==> src/sv/soundex_encoder_top_defines.svh <==
// Assertion macros shared by the soundex encoder modules.
`ifndef SOUNDEX_ENCODER_TOP_DEFINES_SVH
`define SOUNDEX_ENCODER_TOP_DEFINES_SVH
`ifndef SYNTH
`define SDX_ASSERT_NOW(label, ante, cons) \
  label: assert property (@(posedge clk) disable iff (rst) (ante) |-> (cons)) \
    else $error("soundex encoder check failed");
`define SDX_ASSERT_NEXT(label, ante, cons) \
  label: assert property (@(posedge clk) disable iff (rst) (ante) |=> (cons)) \
    else $error("soundex encoder check failed");
`else
`define SDX_ASSERT_NOW(label, ante, cons)
`define SDX_ASSERT_NEXT(label, ante, cons)
`endif
`endif

==> src/sv/sdx_pkg.sv <==
// Shared types, constants and the letter classifier of the soundex encoder.
package sdx_pkg;

  localparam logic [7:0] SYM_ZERO = 8'd48;
  localparam logic [2:0] CODE_LEN = 3'd4;

  typedef struct packed {
    logic       valid;
    logic [7:0] ch;
    logic       last;
  } req_t;

  typedef struct packed {
    logic [7:0] first_letter;
    logic [5:0] digit_one;
    logic [5:0] digit_two;
    logic [5:0] digit_three;
  } code_t;

  typedef struct packed {
    logic       drop;
    logic [5:0] digit;
  } class_t;

  function automatic class_t classify(input logic [7:0] c);
    class_t r;
    r.drop  = 1'b0;
    r.digit = SYM_ZERO[5:0];
    case (c)
      "a", "e", "h", "i", "o", "u", "w", "y": r.drop = 1'b1;
      "b", "f", "p", "v": r.digit = SYM_ZERO[5:0] + 6'd1;
      "c", "g", "j", "k", "q", "s", "x", "z": r.digit = SYM_ZERO[5:0] + 6'd2;
      "d", "t": r.digit = SYM_ZERO[5:0] + 6'd3;
      "l": r.digit = SYM_ZERO[5:0] + 6'd4;
      "m", "n": r.digit = SYM_ZERO[5:0] + 6'd5;
      "r": r.digit = SYM_ZERO[5:0] + 6'd6;
      default: r.digit = SYM_ZERO[5:0];
    endcase
    return r;
  endfunction

endpackage

==> src/sv/sdx_in_stage.sv <==
// Input register of the soundex encoder: holds one character request.
module sdx_in_stage (
  input  logic             clk,
  input  logic             rst,
  input  logic             in_valid,
  output logic             in_ready,
  input  logic [7:0]       ch,
  input  logic             last,
  input  logic             advance,
  output sdx_pkg::req_t    req
);
  import sdx_pkg::*;

  logic       valid;
  logic [7:0] ch_q;
  logic       last_q;

  assign in_ready = !valid || advance;

  always_ff @(posedge clk) begin
    if (rst) begin
      valid <= 1'b0;
    end else if (in_ready) begin
      valid <= in_valid;
    end
  end

  always_ff @(posedge clk) begin
    if (in_ready && in_valid) begin
      ch_q   <= ch;
      last_q <= last;
    end
  end

  assign req.valid = valid;
  assign req.ch    = ch_q;
  assign req.last  = last_q;

endmodule

==> src/sv/sdx_code.sv <==
// Code state of the soundex encoder: first letter, three digits and fill count.
`include "soundex_encoder_top_defines.svh"
module sdx_code (
  input  logic            clk,
  input  logic            rst,
  input  logic            step,
  input  sdx_pkg::req_t   req,
  output sdx_pkg::code_t  code_next
);
  import sdx_pkg::*;

  logic [7:0] first_sym;
  logic [5:0] d1;
  logic [5:0] d2;
  logic [5:0] d3;
  logic [2:0] fill;
  logic       awaiting;

  logic [7:0] first_sym_next;
  logic [5:0] d1_next;
  logic [5:0] d2_next;
  logic [5:0] d3_next;
  logic [2:0] fill_next;
  class_t     cls;
  logic [7:0] last_sym;
  logic       append;

  always_comb begin
    cls = classify(req.ch);
    case (fill[1:0])
      2'd2:    last_sym = {2'b00, d1};
      2'd3:    last_sym = {2'b00, d2};
      default: last_sym = first_sym;
    endcase
    append = !awaiting && (fill < CODE_LEN) && !cls.drop &&
             ({2'b00, cls.digit} != last_sym);

    first_sym_next = awaiting ? req.ch : first_sym;
    d1_next        = d1;
    d2_next        = d2;
    d3_next        = d3;
    fill_next      = fill;
    if (append) begin
      fill_next = fill + 3'd1;
      case (fill[1:0])
        2'd1:    d1_next = cls.digit;
        2'd2:    d2_next = cls.digit;
        2'd3:    d3_next = cls.digit;
        default: d1_next = d1;
      endcase
    end

    code_next.first_letter = first_sym_next;
    code_next.digit_one    = d1_next;
    code_next.digit_two    = d2_next;
    code_next.digit_three  = d3_next;
  end

  always_ff @(posedge clk) begin
    if (rst || (step && req.last)) begin
      first_sym <= SYM_ZERO;
      d1        <= SYM_ZERO[5:0];
      d2        <= SYM_ZERO[5:0];
      d3        <= SYM_ZERO[5:0];
      fill      <= 3'd1;
      awaiting  <= 1'b1;
    end else if (step) begin
      first_sym <= first_sym_next;
      d1        <= d1_next;
      d2        <= d2_next;
      d3        <= d3_next;
      fill      <= fill_next;
      awaiting  <= 1'b0;
    end
  end

  `SDX_ASSERT_NOW(a_fill_range, 1'b1, (fill >= 3'd1) && (fill <= CODE_LEN))
  `SDX_ASSERT_NOW(a_open_empty, awaiting, fill == 3'd1)
  `SDX_ASSERT_NEXT(a_word_end_clears, step && req.last, awaiting && (fill == 3'd1))
  `SDX_ASSERT_NEXT(a_first_taken, step && awaiting && !req.last, !awaiting)

endmodule

==> src/sv/sdx_out_stage.sv <==
// Result register of the soundex encoder: holds one finished code.
module sdx_out_stage (
  input  logic            clk,
  input  logic            rst,
  input  logic            load,
  input  sdx_pkg::code_t  code_in,
  output logic            can_load,
  output logic            out_valid,
  input  logic            out_ready,
  output logic [7:0]      first_letter,
  output logic [5:0]      digit_one,
  output logic [5:0]      digit_two,
  output logic [5:0]      digit_three
);
  import sdx_pkg::*;

  code_t code_q;

  assign can_load = !out_valid || out_ready;

  always_ff @(posedge clk) begin
    if (rst) begin
      out_valid <= 1'b0;
    end else if (can_load) begin
      out_valid <= load;
    end
  end

  always_ff @(posedge clk) begin
    if (load && can_load) begin
      code_q <= code_in;
    end
  end

  assign first_letter = code_q.first_letter;
  assign digit_one    = code_q.digit_one;
  assign digit_two    = code_q.digit_two;
  assign digit_three  = code_q.digit_three;

endmodule

==> src/sv/soundex_encoder_top.sv <==
// Soundex encoder: one character per request in, one four-symbol code per word out.
//
// Input channel: in_valid/in_ready carry ch (8-bit character) and last, which
// marks the final character of a word. Output channel: out_valid/out_ready
// carry first_letter and the three ASCII digits digit_one..digit_three.
// The first character of a word is kept as is; later characters are mapped to
// Soundex digits, vowels and h, w, y dropped, repeats collapsed, up to three
// digits. Unfilled positions read '0'.
// Throughput: one character per cycle, unless a word's last character is held
// in the input register while the result register is blocked. The last
// character of a word passes through the input register; its code is then
// loaded into the result register, which raises out_valid.
// Characters without last produce no output.
// Reset (rst, synchronous) empties both registers and starts a new word.
// When the receiver stalls, the code holds in the result register; characters
// keep flowing until the next word's last character reaches the input register,
// which then holds and drops in_ready until the result is taken.
`include "soundex_encoder_top_defines.svh"
module soundex_encoder_top (
  input  logic       clk,
  input  logic       rst,
  input  logic       in_valid,
  output logic       in_ready,
  input  logic [7:0] ch,
  input  logic       last,
  output logic       out_valid,
  input  logic       out_ready,
  output logic [7:0] first_letter,
  output logic [5:0] digit_one,
  output logic [5:0] digit_two,
  output logic [5:0] digit_three
);
  import sdx_pkg::*;

  req_t  req;
  code_t code_next;
  logic  can_load;
  logic  advance;

  // Advance the held character unless it closes a word and the result is blocked.
  assign advance = req.valid && (!req.last || can_load);

  sdx_in_stage u_in (
    .clk      (clk),
    .rst      (rst),
    .in_valid (in_valid),
    .in_ready (in_ready),
    .ch       (ch),
    .last     (last),
    .advance  (advance),
    .req      (req)
  );

  sdx_code u_code (
    .clk       (clk),
    .rst       (rst),
    .step      (advance),
    .req       (req),
    .code_next (code_next)
  );

  sdx_out_stage u_out (
    .clk          (clk),
    .rst          (rst),
    .load         (advance && req.last),
    .code_in      (code_next),
    .can_load     (can_load),
    .out_valid    (out_valid),
    .out_ready    (out_ready),
    .first_letter (first_letter),
    .digit_one    (digit_one),
    .digit_two    (digit_two),
    .digit_three  (digit_three)
  );

  `SDX_ASSERT_NOW(a_stall_cause, !in_ready, out_valid && !out_ready && req.last)
  `SDX_ASSERT_NEXT(a_word_to_out, advance && req.last, out_valid)

endmodule
==> config.mk <==
export PLATFORM = sky130hd
export DESIGN_NAME = soundex_encoder_top
export DESIGN_NICKNAME = d
export VERILOG_FILES = /design/src/sv/sdx_pkg.sv /design/src/sv/sdx_in_stage.sv /design/src/sv/sdx_code.sv /design/src/sv/sdx_out_stage.sv /design/src/sv/soundex_encoder_top.sv
export VERILOG_INCLUDE_DIRS = /design/src /design/src/sv
export SDC_FILE = /design/constraint.sdc
export NUM_CORES = 1
export LEC_CHECK = 0
export ABC_CLOCK_PERIOD_IN_PS = 4300
export BUFFER_PORTS_ARGS = -buffer_cell sky130_fd_sc_hd__buf_2
export CAP_MARGIN = 30
export CORE_MARGIN = 5
export CORE_UTILIZATION = 48
export CTS_CLUSTER_SIZE = 16
export DETAILED_ROUTE_END_ITERATION = 8
export GPL_ROUTABILITY_DRIVEN = 0
export PLACE_DENSITY = 0.69
export SLEW_MARGIN = 30
export SYNTH_ARGS = -nofsm -noshare
export SYNTH_HDL_FRONTEND = slang
export SYNTH_SLANG_ARGS = --single-unit
export TNS_END_PERCENT = 30
==> constraint.sdc <==
create_clock -name clk -period 4.3 [get_ports clk]
set_input_delay 0.43 -clock clk [delete_from_list [all_inputs] [get_ports clk]]
set_output_delay 0.43 -clock clk [all_outputs]
set_load 0.01 [all_outputs]
Yosys cells after proc, flatten, opt, wreduce, memory -nomap -nowiden --
Index checks and enable logic that the tools add are counted.
Operators by class: muxes and demuxes 10, reductions and logical operators 22, magnitude comparators 1, equal/unequal tests 30, add/sub/neg operators 1
Operators with widths (count):
- $eq A8 B7 Y1 const B | 26
- $mux W6 | 6
- $pmux W3 S6 | 1
- $pmux W8 S2 | 1
- $reduce_or A8 Y1 | 2
- $mux W8 | 1
- $ne A6 B8 Y1 | 1
- $logic_and A1 B1 Y1 | 7
- $logic_not A1 Y1 | 5
- $eq A2 B2 Y1 const B | 2
- $logic_or A1 B1 Y1 | 4
- $reduce_or A2 Y1 | 2
- $reduce_or A4 Y1 | 1
- $add A3 B1 Y3 const B | 1
- $lt A3 B3 Y1 const B | 1
- $eq A2 B1 Y1 const B | 1
- $reduce_and A2 Y1 | 1
- $mux W1 | 1
Storage, ports and cells: output and inout bits 28, input bits 13, logic and storage cells 78, register bits after elaboration 67

Depth between registers and ports, before layout --
Gate-level depths: netlist of run 1.
depth in word-level cells 7, gate-level depth with buffers 11, depth with buffers taken out 9

Hierarchy --
From an unflattened synthesis of run 1, not the netlist that was laid out.
Unflattened totals: cells, all modules 250, area, all modules 3041.7 um^2
By module, submodules not included:
- sdx_code | area each 1846.8 um^2, sequential area each 600.6 um^2, cells each 200, times used 1
- sdx_out_stage | area each 835.8 um^2, sequential area each 800.8 um^2, cells each 31, times used 1
- sdx_in_stage | area each 340.3 um^2, sequential area each 290.3 um^2, cells each 16, times used 1
- soundex_encoder_top | area each 18.8 um^2, sequential area each 0.0 um^2, cells each 3, times used 1

Worst setup path after synthesis of run 1 --
OpenSTA, ideal clock, no wires.
path type register to register, from register u_code.fill[0], to register u_out.code_q, in the netlist u_out.digit_one[0], data pin, cell stages (with the launch flop) 11, clock period less this slack 2.748 ns, path slack 1.552 ns, data required time 4.038 ns, buffers on the path 2, arrival time 2.486 ns, setup time 0.262 ns, path through dfxtp_1 > inv_1 > ha_1 > clkbuf_1 > nor2_1 > a21oi_1 > a221o_1 > or3_1 > buf_2 > o211ai_2 > mux2_1
RTL lines:
- start: declaration | line sdx_code.sv:16 | logic [2:0] fill;
- start signal: assignment | line sdx_code.sv:72 | fill <= fill_next;
- end signal: assignment | line sdx_out_stage.sv:31 | code_q <= code_in;
- end: declaration | line sdx_out_stage.sv:17 | code_t code_q;

==> results of run 1 <==
## state kept, by name, summed over array words and instances (netlist names)
signal / cells
u_out.first_letter: 8
u_code.first_sym: 8
u_code.fill: 3
u_code.d3: 6
u_code.awaiting: 1
u_code.d1: 6
u_in.ch_q: 8
u_in.last_q: 1
u_out.out_valid: 1
u_code.d2: 6
u_out.digit_three: 6
u_in.valid: 1
u_out.digit_two: 6
u_out.digit_one: 6
## kinds of logic after synthesis
logic type,after synthesis,share of synthesized area [%]
buffers and inverters,21,2.95
DFF,67,57.0
xor gates and xnor gates,1,0.295
and+or+nand+nor,95,17.3
adders and majority gates,3,1.27
muxes,28,10.2
AOI/OAI and AO/OA,42,10.9
## layer usage
metal / track usage [%] / wire (µm) / up-vias
met4: 8.65 / 112 / 0
met3: 3.63 / 295 / 9
met5: 0 / 0 / -
met1: 23.6 / 2810 / 977
met2: 25.9 / 2800 / 56
li1: - / - / 1009
## critical path: stages, from the launching register on
cell,delay (ns)
edfxtp_1,0.52
nand2b_4,0.21
or3b_4,0.43
a221oi_4,0.41
xnor2_1,0.11
or3_1,0.48
o211ai_2,0.37
mux2_1,0.39
## final timing paths
kind	from	to	depth (start not counted)	slack, ns
min	last	u_in.last_q	1	0.26
max reg2reg	u_in.ch_q[4]	u_out.digit_one[0]	7	1.12
max	u_in.ch_q[4]	u_out.digit_one[0]	7	1.12
min reg2reg	u_code.d3[5]	u_code.d3[5]	1	0.44
## synthesized netlist by cell type (all sizes together) (2+ instances only)
cell type  number  share of area, %
a21o            2              0.51
nand2          34               4.3
nor2b           2              0.42
dfxtp          32                22
and3            3              0.63
nor2           10               1.3
nor4b           2              0.59
nand3b          7               1.8
a21oi          15               2.5
ha              3               1.3
edfxtp         35                35
and2            6               1.3
nor3b           2              0.51
or3             5               1.1
nand3           6               1.0
mux2           18               6.8
mux2i          10               3.4
nor3            3              0.67
buf             2              0.55
o211a           2              0.67
clkbuf         13               1.6
o21ai           5              0.84
nand4           2              0.42
o21a            2              0.51
inv             6              0.76
a22o            5               1.5
o211ai          5               2.1
nand2b          8               1.9
## layout make-up
type / count / share of cell area, %
sequential: 67 / 49.7
multi-input combinational: 169 / 34.9
timing repair buffer: 42 / 6.33
clock buffer: 9 / 3.64
tap: 75 / 2.76
clock inverter: 7 / 1.99
inverter: 6 / 0.662
## through the flow
stage	hold WS (ns)	worst slack, ns	area, µm²
2_1_floorplan	0.406	1.55	2970
3_3_place_gp	0.419	1.22	3210
3_5_place_dp	0.423	1.15	3210
4_1_cts	0.242	1.14	3400
5_1_grt	0.239	0.896	3400
6_report	0.262	1.12	3400
## power groups by stage
stage                     Clock (µW)  Sequential [µW]  Combinational [µW]
final                            509              704                92.3
after global routing             551              706                 102
after CTS                        519              704                92.6
after detailed placement           0              718                92.2
after global placement             0              717                90.8
after floorplan                    0              710                72.4
==> impl_metrics.tcl, run 1 <==
set metrics [dict create \
    synth_area_per_cell_um2 11.5 \
    synth_area_um2 2970 \
    cts.htree.levels 3 \
    area_growth_pct 14.7 \
    clk_pin_slew_ns 0.07 \
    p_leak_uw 0.00137 \
    period_share_pct 74.0 \
    drv_slew 0 \
    clock_skew_ns 0.00541 \
    clkLatencyLatePin_ns 0.34 \
    layout_min_cycle_time_ns 3.18 \
    vias 2051 \
    seqCellArea_um2 1690 \
    outcome "finished clean" \
    post_cts_buffers 0 \
    antenna_cells 0 \
    drtIter0Drc 192 \
    stdcell_count 375 \
    yosysUniqueCellTypes 45 \
    p_comb_share_pct 7.1 \
    cts-root-buf "clkbuf_8" \
    clock_sinks 67 \
    placementRows 28 \
    grt_pass1_wl_um 10100 \
    antenna_found_initial 0 \
    slew_headroom_pct 54.2 \
    maxClockFrequency_mhz 314 \
    synth_cells 257 \
    ys_ff_latch 67 \
    drc 0 \
    pin_count 41 \
    ys.flop_type "edfxtp_1" \
    p_sw_share_pct 24.2 \
    finish.utilization_pct 57.1 \
    crit_required_ns 4.38 \
    async_flop_share_pct 0 \
    layout-drive-gt1-share_pct 24.7 \
    overflow 0 \
    tightest_slew_ns 0.683 \
    cp-start-kind "register" \
    end_kind "register" \
    ant_nets 0 \
    initial_utilization_pct 49.8 \
    drtPass1Iterations 4 \
    wl_per_cell_um 16.0 \
    n_fill_cell 545 \
    dieHeight_um 88.6 \
    p_per_area_nw_per_um2 383 \
    ctsHoldBuffers 0 \
    dp_cells 359 \
    rsz0062_at_grt "false" \
    clock_power_share_pct 39.0 \
    crit_fanout 11 \
    grt_max_degree 23 \
    p_seq_share_pct 53.9 \
    grt.total_usage_pct 17.2 \
    multi_input_comb_area_um2 1190 \
    die_x_um 88.6 \
    cts_max_path_buffers 2 \
    hold_class "input port to register" \
    synth_nets 273 \
    switching_power_uw 316 \
    p_int_uw 989 \
    nets 311 \
    peakVddDrop_mv 0.182 \
    final_cell_mix "buf_2 (40), edfxtp_1 (35), nand2_1 (34)" \
    mostFrequentLayoutCell "buf_2" \
    hold_viol 0 \
    cts_buffers 9 \
    worstPathArrival_ns 3.26 \
    ys_seq_area_share_pct 57.0 \
    grt_pass1_vias 1974 \
    io_buffers 40 \
    worstSetupPathType "register to register" \
    finalSetupTns_ns 0 \
    drv_cap 0 \
    core_um2 5960 \
    cts_tree "yes" \
    wirelength_um 6010 \
    dieArea_um2 7850 \
    synth_edf_count 35 \
    dpl.hpwl_um 4130 \
    cts_resized 0 \
    ys_warn_count 0 \
    vias_per_cell 5.47 \
    setup_viol 0 \
    p_total_uw 1300 \
]
Power figures use the tool's default switching activity.
==> inputs of run 2 (changes only) <==
--- a/config.mk
+++ b/config.mk
@@ -6,7 +6,7 @@
 export SDC_FILE = /design/constraint.sdc
 export NUM_CORES = 1
 export LEC_CHECK = 0
-export ABC_CLOCK_PERIOD_IN_PS = 4300
+export ABC_CLOCK_PERIOD_IN_PS = 2900
 export BUFFER_PORTS_ARGS = -buffer_cell sky130_fd_sc_hd__buf_2
 export CAP_MARGIN = 30
 export CORE_MARGIN = 5
@@ -14,7 +14,7 @@
 export CTS_CLUSTER_SIZE = 16
 export DETAILED_ROUTE_END_ITERATION = 8
 export GPL_ROUTABILITY_DRIVEN = 0
-export PLACE_DENSITY = 0.69
+export PLACE_DENSITY = 0.71
 export SLEW_MARGIN = 30
 export SYNTH_ARGS = -nofsm -noshare
 export SYNTH_HDL_FRONTEND = slang
==> constraint.sdc (replaced) <==
create_clock -name clk -period 2.9 [get_ports clk]
set_input_delay 0.29 -clock clk [delete_from_list [all_inputs] [get_ports clk]]
set_output_delay 0.29 -clock clk [all_outputs]
set_load 0.01 [all_outputs]
==> run 2 against run 1 <==
Worst setup slack worse by 0.97 ns. First-iteration DRC count down 41%. Via count shrank 0.20%. Worst hold slack worse by 0.14 ns. Critical endpoint is now u_code.d3[5]. Sequential share of layout area decreased by 1.0 points. Routed wire length is 4.6% lower. Flip-flop and latch count unchanged. Register-to-register slack worse by 0.97 ns. Clock power is 26% higher. Die area is the same. Maximum frequency rose by 15%. Highest routed layer unchanged. Final area rose by 2.1%.
==> impl_metrics.tcl, run 2 (synthesis results as in run 1) <==
set metrics [dict create \
    ctsHoldBuffers 0 \
    place_ws_ns 0.0535 \
    peakVddDrop_mv 0.300 \
    clk_pin_slew_ns 0.07 \
    drv_slew 0 \
    io_buffers 40 \
    grt_pass1_wl_um 9550 \
    cts_resized 0 \
    p_per_area_nw_per_um2 529 \
    finish.utilization_pct 58.3 \
    mostFrequentLayoutCell "buf_2" \
    worstPathArrival_ns 2.98 \
    post_cts_buffers 0 \
    ant_nets 0 \
    outcome "finished clean" \
    crit_slowest_cell "or3b_4" \
    die_x_um 88.6 \
    overflow 0 \
    cp-start-kind "register" \
    drtPass1Iterations 4 \
    drv_cap 0 \
    grt_pass1_vias 2032 \
    stdcell_count 385 \
    finalSetupTns_ns 0 \
    grt_max_degree 23 \
    dpl.hpwl_um 4190 \
    final_cell_mix "buf_2 (40), edfxtp_1 (35), nand2_1 (34)" \
    crit_family "simple AND/OR/NAND/NOR gates" \
    hold_path_depth 1 \
    drc 0 \
    nets 321 \
    vias_per_cell 5.32 \
    clock_sinks 67 \
    hold_ws_ns 0.124 \
    placementRows 28 \
    cts_buffers 9 \
    dieArea_um2 7850 \
    period_share_pct 95.1 \
    antenna_found_initial 0 \
    vias 2047 \
    hold_class "input port to register" \
    end_kind "register" \
    p_int_uw 1390 \
    pin_count 41 \
    clock_skew_ns 0.00602 \
    antenna_cells 0 \
    cp_num_cells 8 \
    drtIter0Drc 113 \
    slowest_delay_ns 0.42 \
    initial_utilization_pct 49.8 \
    clkLatencyLatePin_ns 0.34 \
    cp_common_cell "or3_1" \
    path_buf_inv 1 \
    hold_viol 0 \
    seqCellArea_um2 1690 \
    cts-root-buf "clkbuf_8" \
    p_leak_uw 0.00139 \
    n_fill_cell 524 \
    tightest_slew_ns 0.499 \
    worst-r2r-cell-count 8 \
    worstSetupPathType "register to register" \
    setup_viol 0 \
    cts_max_path_buffers 2 \
    maxClockFrequency_mhz 363 \
    grt.total_usage_pct 16.4 \
    slew_headroom_pct 66.3 \
    multi_input_comb_area_um2 1210 \
    p_seq_share_pct 56.5 \
    crit_fanout 7 \
    setup_ws_ns 0.143 \
    core_um2 5960 \
    crit_required_ns 3.12 \
    path_cells "nand2b_4 > or3b_4 > a221oi_4 > xnor2_1 > or3_1 > buf_4 > o211a_2 > or3_1" \
    cts.htree.levels 3 \
    layout_min_cycle_time_ns 2.76 \
    dieHeight_um 88.6 \
    clock_power_share_pct 35.0 \
    p_sw_share_pct 24.3 \
    wirelength_um 5740 \
    wl_per_cell_um 14.9 \
    area_growth_pct 17.1 \
    cts_tree "yes" \
    p_comb_share_pct 8.5 \
    layout-drive-gt1-share_pct 28.1 \
    switching_power_uw 446 \
    dp_cells 369 \
    rsz0062_at_grt "false" \
]
run 2: layer usage:
| layer | vias to the layer above | part of all wire [%] | track usage [%] |
|---|---|---|---|
| met4 | 0 | 1.6 | 9.34 |
| met1 | 964 | 44 | 19.9 |
| met2 | 44 | 50 | 27.1 |
| met5 | - | 0 | 0 |
| met3 | 9 | 4.3 | 3.45 |
| li1 | 1030 | - | - |
run 2: final timing paths:
check | endpoint | start | slack [ns]
worst max-delay path | u_code.d3[5] | u_in.ch_q[4] | 0.14
worst min-delay path | u_in.last_q | last | 0.12
worst max register to register | u_code.d3[5] | u_in.ch_q[4] | 0.14
worst min register to register | u_code.d3[5] | u_code.d3[5] | 0.44
run 2: through the flow:
| step | total power (µW) | cell area (µm²) |
|---|---|---|
| floorplan | 1160 | 2970 |
| global placement | 1210 | 3290 |
| detailed placement | 1210 | 3290 |
| CTS | 1850 | 3450 |
| global route | 1920 | 3470 |
| finish | 1840 | 3470 |
run 2: power groups by stage:
stage	registers [µW]	clock network [µW]	logic [µW]
3_5_place_dp	1060	0	155
4_1_cts	1040	661	156
2_1_floorplan	1050	0	107
3_3_place_gp	1060	0	152
5_1_grt	1040	701	175
6_report	1040	643	156
run 2: final cells by class:
type | instances | area share (%)
Clock inverter | 5 | 0.865
Sequential cell | 67 | 48.7
Tap cell | 75 | 2.70
Timing Repair Buffer | 52 | 8.36
Clock buffer | 11 | 3.78
Multi-Input combinational cell | 169 | 34.9
Inverter | 6 | 0.648
run 2: worst register-to-register path, delay by kind of cell, from the launching register on:
family / cells / cell delay (ns)
compound gates: 2 / 0.64
xor+xnor: 1 / 0.12
buf+inv: 1 / 0.19
flops: 1 / 0.38
simple gates: 4 / 1.31
==> inputs of run 3 (changes only) <==
--- a/config.mk
+++ b/config.mk
@@ -15,6 +15,7 @@
 export DETAILED_ROUTE_END_ITERATION = 8
 export GPL_ROUTABILITY_DRIVEN = 0
 export PLACE_DENSITY = 0.71
+export SETUP_SLACK_MARGIN = 0.4
 export SLEW_MARGIN = 30
 export SYNTH_ARGS = -nofsm -noshare
 export SYNTH_HDL_FRONTEND = slang
==> run 3 against run 2 <==
Register-to-register slack better by 0.07 ns. Clock skew up 0.0016 ns. Clock power up 29%. Critical path type unchanged. Non-clock buffer count up 14. Maximum frequency up 2.4%. Die area unchanged.
==> impl_metrics.tcl, run 3 (synthesis results as in run 1) <==
set metrics [dict create \
    outcome "finished clean" \
    area_growth_pct 27.0 \
    drtPass1Iterations 4 \
    wirelength_um 6290 \
    antenna_cells 0 \
    p_sw_share_pct 23.2 \
    p_seq_share_pct 50.2 \
    core_um2 5960 \
    finish.utilization_pct 63.3 \
    p_comb_share_pct 9.7 \
    rsz0062_at_grt "true" \
    die_x_um 88.6 \
    grt.total_usage_pct 18.1 \
    stdcell_count 399 \
    ant_nets 0 \
    cp-start-kind "register" \
    finalSetupTns_ns 0 \
    period_share_pct 92.8 \
    dpl.hpwl_um 4260 \
    rrSetupSlack_ns 0.21 \
    vias 2135 \
    placementRows 28 \
    layout-drive-gt1-share_pct 35.5 \
    wl_per_cell_um 15.8 \
    hold_ws_ns 0.120 \
    worstSetupPathType "register to register" \
    r2r_start "u_in.ch_q[4]" \
    hold_viol 0 \
    hold_class "input port to register" \
    top_layer "met4" \
    worstPathArrival_ns 2.78 \
    p_per_area_nw_per_um2 547 \
    drv_cap 0 \
    io_buffers 40 \
    hold_path_depth 1 \
    crit_required_ns 2.99 \
    vias_per_cell 5.35 \
    peakVddDrop_mv 0.304 \
    end_kind "register" \
    worst-r2r-cell-count 7 \
    grt_max_degree 23 \
    fin_area_um2 3770 \
    cts_max_path_buffers 2 \
    mostFrequentLayoutCell "buf_2" \
    clock_skew_ns 0.00765 \
    crit_fanout 5 \
    cts_buffers 9 \
    p_leak_uw 0.00150 \
    startpoint "u_in.ch_q[4]" \
    initial_utilization_pct 49.8 \
    r2r-end "u_out.digit_three[2]" \
    cts_tree "yes" \
    cts-root-buf "clkbuf_8" \
    switching_power_uw 479 \
    nets 335 \
    clock_sinks 67 \
    dieArea_um2 7850 \
    dieHeight_um 88.6 \
    pin_count 41 \
    drv_slew 0 \
    dp_cells 368 \
    overflow 0 \
    maxClockFrequency_mhz 372 \
    hold_path_end "u_in.ch_q[1]" \
    clk_pin_slew_ns 0.07 \
    met1_length_um 2700 \
    dr_wl_met3_um 265 \
    min-delay-start "ch[1]" \
    setup_viol 0 \
    drc 0 \
    p_int_uw 1580 \
    cts.htree.levels 3 \
    layout_min_cycle_time_ns 2.69 \
    antenna_found_initial 0 \
    tightest_slew_ns 0.542 \
    clkLatencyLatePin_ns 0.34 \
    place_area_um2 3340 \
    dr_wl_met2_um 3210 \
    drtIter0Drc 90 \
    clock_power_share_pct 40.1 \
    slew_headroom_pct 63.4 \
    grt_pass1_vias 2116 \
    final_cell_mix "buf_2 (40), edfxtp_1 (35), nand2_1 (34)" \
    grt_pass1_wl_um 10500 \
]
run 3: cell count changes in the layout (fill, tap and decap cells not counted), moves of 2 or more:
cell,change
buf_4,+11
buf_6,+2
bufinv_16,+2
ha_4,+2
mux2_1,-8
mux2_4,+8
o211ai_2,-5
o211ai_4,+5
o21ai_1,-2
run 3: timing repair:
action | 4_1_cts | 5_1_grt
buffers inserted | 14 | 1
setup endpoints to repair | 39 | 39
cloned | 0 | 0
resized for setup | 21 | 2
pin swaps | 3 | 4
hold buffers | 0 | 0
run 3: layout make-up:
cell class / instances / area [µm²]
fill: 496 / 2190
clock buffer: 11 / 131
tap: 75 / 93.8
inverter: 6 / 22.5
clock inverter: 5 / 77.6
multi-input combinational: 169 / 1350
timing repair buffer: 66 / 399
sequential: 67 / 1700
run 3: routing by layer:
metal | up-vias | GRT usage (%)
met5 | - | 0
met4 | 0 | 8.79
met3 | 11 | 4.47
met2 | 42 | 28.6
met1 | 1022 | 23.1
li1 | 1060 | -
run 3: worst max-delay path, stage by stage, from the launching register on:
cell and delay, ns:
edfxtp_1 0.42, nand2b_4 0.17, or3b_4 0.40, a221oi_4 0.31, xnor2_1 0.10, or3_4 0.40, o211ai_4 0.30, mux2_4 0.33
run 3: worst max-delay path by stage:
stage	endpoint	slack [ns]	cells after the start
CTS	u_out.digit_one[1]	0.22	7
finish	u_out.digit_three[2]	0.21	7
global placement	u_out.digit_one[1]	0.09	8
floorplan	u_out.digit_one[0]	0.31	8
global route	u_out.digit_three[5]	0.13	9
detailed placement	u_out.digit_one[1]	0.06	8
run 3: power by group through the flow:
stage	clock network (µW)	registers, µW	logic (µW)
6_report	827	1030	201
2_1_floorplan	0	1050	123
3_3_place_gp	0	1060	163
4_1_cts	846	1030	194
5_1_grt	894	1040	220
3_5_place_dp	0	1060	168
run 3: stage by stage:
stage	total power (µW)	worst slack [ns]
4_1_cts	2070	0.215
3_3_place_gp	1220	0.0937
5_1_grt	2150	0.131
6_report	2060	0.208
3_5_place_dp	1230	0.0644
2_1_floorplan	1180	0.313
